==> src/rtl/wha_pkg.sv <==
`timescale 1ns / 1ps
`default_nettype none
package wha_pkg;

  localparam int NumBins = 1024;
  localparam int SlotW = 10;
  localparam int HeightW = 48;
  localparam int DivW = 36;

  typedef enum logic [1:0] {
    REQ_ADD   = 2'd0,
    REQ_READ  = 2'd1,
    REQ_SHIFT = 2'd2,
    REQ_SLOT  = 2'd3
  } req_t;

  localparam logic [0:0] REG_ANCHOR = 1'b0;
  localparam logic [0:0] REG_BIN_SIZE = 1'b1;

  typedef enum logic [3:0] {
    ST_IDLE,
    ST_DIV,
    ST_RD,
    ST_RDW,
    ST_UPD,
    ST_SW_RD,
    ST_SW_RDW,
    ST_SW_WR,
    ST_OUT,
    ST_CLR
  } state_t;

  typedef struct packed {
    logic load;
    logic div_start;
    logic upd;
    logic sw_rd;
    logic sw_wr;
    logic sw_inc;
    logic clr_wr;
    logic clr_inc;
    logic out_load;
  } cmd_t;

  typedef struct packed {
    logic div_done;
    logic sw_last;
    logic clr_last;
    logic is_oor;
  } sts_t;

  function automatic logic signed [HeightW-1:0] sat_add(
      input logic signed [HeightW-1:0] h, input logic signed [32:0] d);
    logic signed [HeightW:0] s;
    s = {h[HeightW-1], h} + {{(HeightW-32){d[32]}}, d};
    if (s[HeightW] != s[HeightW-1])
      return s[HeightW] ? {1'b1, {(HeightW-1){1'b0}}} : {1'b0, {(HeightW-1){1'b1}}};
    return s[HeightW-1:0];
  endfunction

endpackage
`default_nettype wire

==> src/rtl/wha_ctrl.sv <==
`timescale 1ns / 1ps
`default_nettype none
module wha_ctrl import wha_pkg::*; (
  input  wire logic clk,
  input  wire logic rst,
  input  wire logic in_fire,
  input  wire logic [1:0] in_type,
  input  wire logic out_fire,
  input  wire sts_t sts,
  output cmd_t cmd,
  output logic in_ready,
  output logic out_valid
);
  state_t state, state_next;
  logic [1:0] op, op_next;

  always_ff @(posedge clk) begin
    if (rst) begin
      state <= ST_CLR;
      op <= 2'd0;
    end else begin
      state <= state_next;
      op <= op_next;
    end
  end

  always_comb begin
    state_next = state;
    op_next = op;
    case (state)
      ST_CLR: if (sts.clr_last) state_next = ST_IDLE;
      ST_IDLE: begin
        if (in_fire) begin
          op_next = in_type;
          case (req_t'(in_type))
            REQ_SHIFT: state_next = ST_SW_RD;
            REQ_SLOT: state_next = ST_RD;
            default: state_next = ST_DIV;
          endcase
        end
      end
      ST_DIV: if (sts.div_done) state_next = sts.is_oor ? ST_OUT : ST_RD;
      ST_RD: state_next = ST_RDW;
      ST_RDW: state_next = ST_UPD;
      ST_UPD: state_next = ST_OUT;
      ST_SW_RD: state_next = ST_SW_RDW;
      ST_SW_RDW: state_next = ST_SW_WR;
      ST_SW_WR: state_next = sts.sw_last ? ST_OUT : ST_SW_RD;
      ST_OUT: if (out_fire) state_next = ST_IDLE;
      default: state_next = ST_IDLE;
    endcase
  end

  always_comb begin
    cmd = '0;
    in_ready = 1'b0;
    out_valid = 1'b0;
    case (state)
      ST_CLR: begin
        cmd.clr_wr = 1'b1;
        cmd.clr_inc = 1'b1;
      end
      ST_IDLE: begin
        in_ready = 1'b1;
        cmd.load = in_fire;
        cmd.div_start = in_fire;
      end
      ST_UPD: begin
        cmd.upd = (req_t'(op) == REQ_ADD);
        cmd.out_load = 1'b1;
      end
      ST_DIV: cmd.out_load = sts.div_done && sts.is_oor;
      ST_SW_RD, ST_SW_RDW: cmd.sw_rd = 1'b1;
      ST_SW_WR: begin
        cmd.sw_wr = 1'b1;
        cmd.sw_inc = 1'b1;
        cmd.out_load = sts.sw_last;
      end
      ST_OUT: out_valid = 1'b1;
      default: ;
    endcase
  end
endmodule
`default_nettype wire

==> config.mk <==
export PLATFORM = sky130hd
export DESIGN_NAME = wha_ctrl
export DESIGN_NICKNAME = d
export VERILOG_FILES = /design/src/rtl/wha_pkg.sv /design/src/rtl/wha_ctrl.sv
export SDC_FILE = /design/constraint.sdc
export NUM_CORES = 1
export LEC_CHECK = 0
export ABC_AREA = 1
export BUFFER_PORTS_ARGS = -buffer_cell sky130_fd_sc_hd__buf_4
export CORE_AREA = 2 2 39 41
export DETAILED_ROUTE_END_ITERATION = 8
export DIE_AREA = 0 0 41 43
export PLACE_DENSITY_LB_ADDON = 0.15
export RECOVER_POWER = 50
export SLEW_MARGIN = 20
export SYNTH_ARGS = -nofsm -noshare
export SYNTH_HDL_FRONTEND = slang
export SYNTH_SLANG_ARGS = --single-unit
==> constraint.sdc <==
create_clock -name clk -period 1.2 [get_ports clk]
set_input_delay 0.12 -clock clk [delete_from_list [all_inputs] [get_ports clk]]
set_output_delay 0.12 -clock clk [all_outputs]
set_load 0.05 [all_outputs]
; ---- After elaboration in Yosys (flattened, before gate mapping)
; Cells that the tools add are included.
; Widths: inputs -> output; s select.
[word_totals]
inputBits = 10
out_inout_bits = 11
reg_bits = 6
elab_cells = 39
[classes]
mux = 16
reduce_logical = 6
eq_ne = 15
[ops]
columns = op, n
row1 = $pmux 4 s10, 1
row2 = $mux 4, 6
row3 = $eq 4x3->1 const B, 4
row4 = $eq 4x2->1 const B, 2
row5 = $eq 4x4->1 const B, 2
row6 = $ne 2x2->1 const B, 4
row7 = $mux 2, 3
row8 = $pmux 3 s2, 1
row9 = $eq 2x2->1 const B, 2
row10 = $eq 4x1->1 const B, 1
row11 = $logic_not 4->1, 1
row12 = $mux 1, 4
row13 = $reduce_and 4->1, 1
row14 = $pmux 1 s3, 1
row15 = $logic_not 2->1, 1
row16 = $reduce_and 2->1, 1
row17 = $reduce_or 2->1, 1
row18 = $logic_and 1x1->1, 1

; ---- Logic depth before layout (Yosys ltp)
[depth]
word_depth = 4
depth_mapped = 8
mapped_depth_nobuf = 8

; ---- Least setup slack after synthesis
; No wires, ideal clock.
[synth_path]
path_type = register -> output
start = reg state[3]
end = out cmd[2] (netlist bit)
arrival_time_ns = 2.497
path_buffers = 1
setup_slack_ns = -1.417
t_required_ns = 1.080
path_stages_with_launch = 4
cell_sequence = dfxtp_1 > inv_1 > nor4_1 > buf_4
[synth_lines]
columns = element, line
row1 = from (decl), wha_ctrl.sv:14  ; state_t state, state_next;
row2 = from (signal assigned), wha_ctrl.sv:22  ; state <= state_next;
row3 = to (decl), wha_ctrl.sv:10  ; output cmd_t cmd,

==> impl_metrics.csv <==
group,metric,value,unit
critical_path,path_class,"reg -> out",
layout,layout-drive-gt1-share,0.579,
sta,slew_viol_final,0,
sta,slew_headroom,0.822,
synthesis,synthTopCellsByArea,"dfxtp_1, nand2_1, inv_1, nor2_1, nand3_1",
flow_run,drv_cap,0,
die,io_pins,21,
synthesis,ys_top_cells_by_count,"nand2_1, inv_1, nor2_1",
critical_path,crit_top_cell,"nor2_4",
sta,worst_pin_slew,265,ps
critical_path,max_stage_delay,330,ps
drt,wl_per_cell,12.1,um
sta,tns,-2500,ps
drt,viasPerCell,4.72,
critical_path,crit_path_end_kind,"output port",
placement,post-place-ws,-26.1,ps
layout,fin_nets,132,
global_routing,antenna_found_initial,0,
min_path,hold_path_class,"in -> reg",
sta,timing.final.crit_share,1.21,
sta,setup_slack,-251,ps
global_routing,grt_usage,0.209,
placement,hpwl,1160,um
critical_path,cp_cell_sequence,"buf_12 -> nor2_4 -> inv_2 -> nor2_4 -> nand2_4 -> clkinv_4 -> buf_8",
synthesis,ys_seq_area_frac,0.240,
die,die_area,1760,sq um
clock_network,cts_root_buffer,"clkbuf_4",
sta,rsz0062_at_grt,"true",
sta,finalHoldViolCount,0,
synthesis,synth_nets,95,
drt,wirelength,1660,um
clock_network,h-tree-depth,1,
critical_path,crit_required,1080,ps
clock_network,cts_buffers,3,
clock_network,max-clock-path-buffers,2,
layout,final_core_util,0.735,
die,core_area,1380,sq um
run_status,status,"finished, violations left",
synthesis,synth-edff-count,0,
layout,nFillCells,112,
synthesis,syn-cell-area,500,sq um
layout,fin_area,1020,sq um
synthesis,syn_area_per_cell,5.89,sq um
synthesis,postSynthCellCount,85,
critical_path,startpoint_type,"register",
synthesis,ys_async_sr_fraction,0,
synthesis,ys_warn_count,0,
drt,ant_nets,0,
placement,portBuffers,20,
synthesis,synth_most_common_cell,"nand2_1",
global_routing,grt_pass1_wl,2500,um
die,die_w,41,um
power,power,1.12,mW
layout,area_growth_syn_to_layout,103,%
critical_path,worstPathArrival,1330,ps
clock_network,cts.sinks,6,
synthesis,synth_cell_types,18,
power,leakagePower,0.519,nW
run_status,violations,"setup timing",
sta,hold_slack,70.5,ps
clock_network,hold_buffers,0,
die,num_rows,14,
sta,max_freq,689,MHz
power,p_per_area,1100,nW/um^2
placement,dp.cells,127,
drt,drt-pass1-iter-count,4,
layout,n_antenna_cell,0,
layout,seq_area,133,sq um
clock_network,insertion_delay,250,ps
synthesis,synth_flop_cell,"dfxtp_1",
die,fp.dieH,43,um
synthesis,synth_top_area_frac,0.240,
global_routing,grt.overflow.total,0,
drt,drt-initial-drc-count,19,
placement,place.gp.congestion,0.838,
sta,fin_worst_skew,7.82,ps
synthesis,yosysTopAreaCell,"dfxtp_1",
critical_path,slowest_stage,"dfxtp_2",
placement,dpl_cell_area,815,sq um
clock_network,cts_tree,"built",
layout,multi_input_area,424,sq um
sta,setup_viol,17,
sta,fin_crit,1450,ps
drt,drc,0,
global_routing,grt_pass1_vias,614,
layout,stdcell_count,137,
synthesis,synth_seq_cells,6,
drt,via_count,647,
critical_path,path_max_fanout,3,
global_routing,grt_max_degree,7,
die,start_util,0.362,
clock_network,clk_pin_slew,50,ps
power,ir_drop,0.947,mV
[state kept, by name (all words and copies together), names as in the netlist]
| register | count |
|---|---|
| op | 2 |
| state | 4 |
[routing by layer]
layer  share of wire  GRT usage  vias to the layer above
met5               0          0                        -
met4           0.011     0.0800                        0
met3           0.037     0.0314                        2
met2            0.53      0.341                       19
met1            0.42      0.263                      292
li1                -          -                      334
[cells by family (layout without fill, tap and decap cells)]
group           count (synthesis)  after routing  share of synthesized area
simple gates                   57             57                      0.555
buf+inv                        18             54                      0.165
flops                           6              6                      0.240
compound gates                  4              4                     0.0400
[area by class of cell]
| class | instances | share of cell area |
|---|---|---|
| Sequential cell | 6 | 0.130 |
| Timing Repair Buffer | 35 | 0.344 |
| Clock buffer | 4 | 0.0258 |
| Multi-Input combinational cell | 61 | 0.417 |
| Tap cell | 16 | 0.0197 |
| Inverter | 15 | 0.0627 |
[critical path, delay by kind of cell, from the launching register on]
family	cells	cell delay [ps]
buffers and inverters	4	390
and+or+nand+nor	3	360
DFF	1	330
[layout by cell type, fill, tap and decap left out, types with 2 or more instances in the layout]
master    instances
nand3_1           5
inv_1            10
inv_2             3
nor3_4            3
buf_4            17
nand3b_1          3
nand2_2           4
clkbuf_4          3
dfxtp_1           2
buf_8             3
dfxtp_4           3
nand2_4           5
a21oi_2           2
nand2_1          16
nor2_4            5
nor2_1           11
buf_6            14
[timing repair]
action	in CTS	in global routing
setup endpoints to repair	11	17
gates resized for setup	22	14
setup buffers	4	2
pin swaps	9	5
hold endpoints to repair	0	0
[final timing paths]
check,endpoint,depth (start not counted),slack (ps),start
setup / recovery,cmd[7],7,-250,state[0]
hold / removal,state[2],2,70,rst
hold reg to reg,op[1],2,490,op[1]
setup reg to reg,op[1],10,-170,state[0]
[power breakdown]
part,switching [mW],internal (mW)
clock network,0.0747,0.126
logic,0.377,0.285
registers,0.0378,0.222
Note: power is estimated with default switching activity, not from simulation.
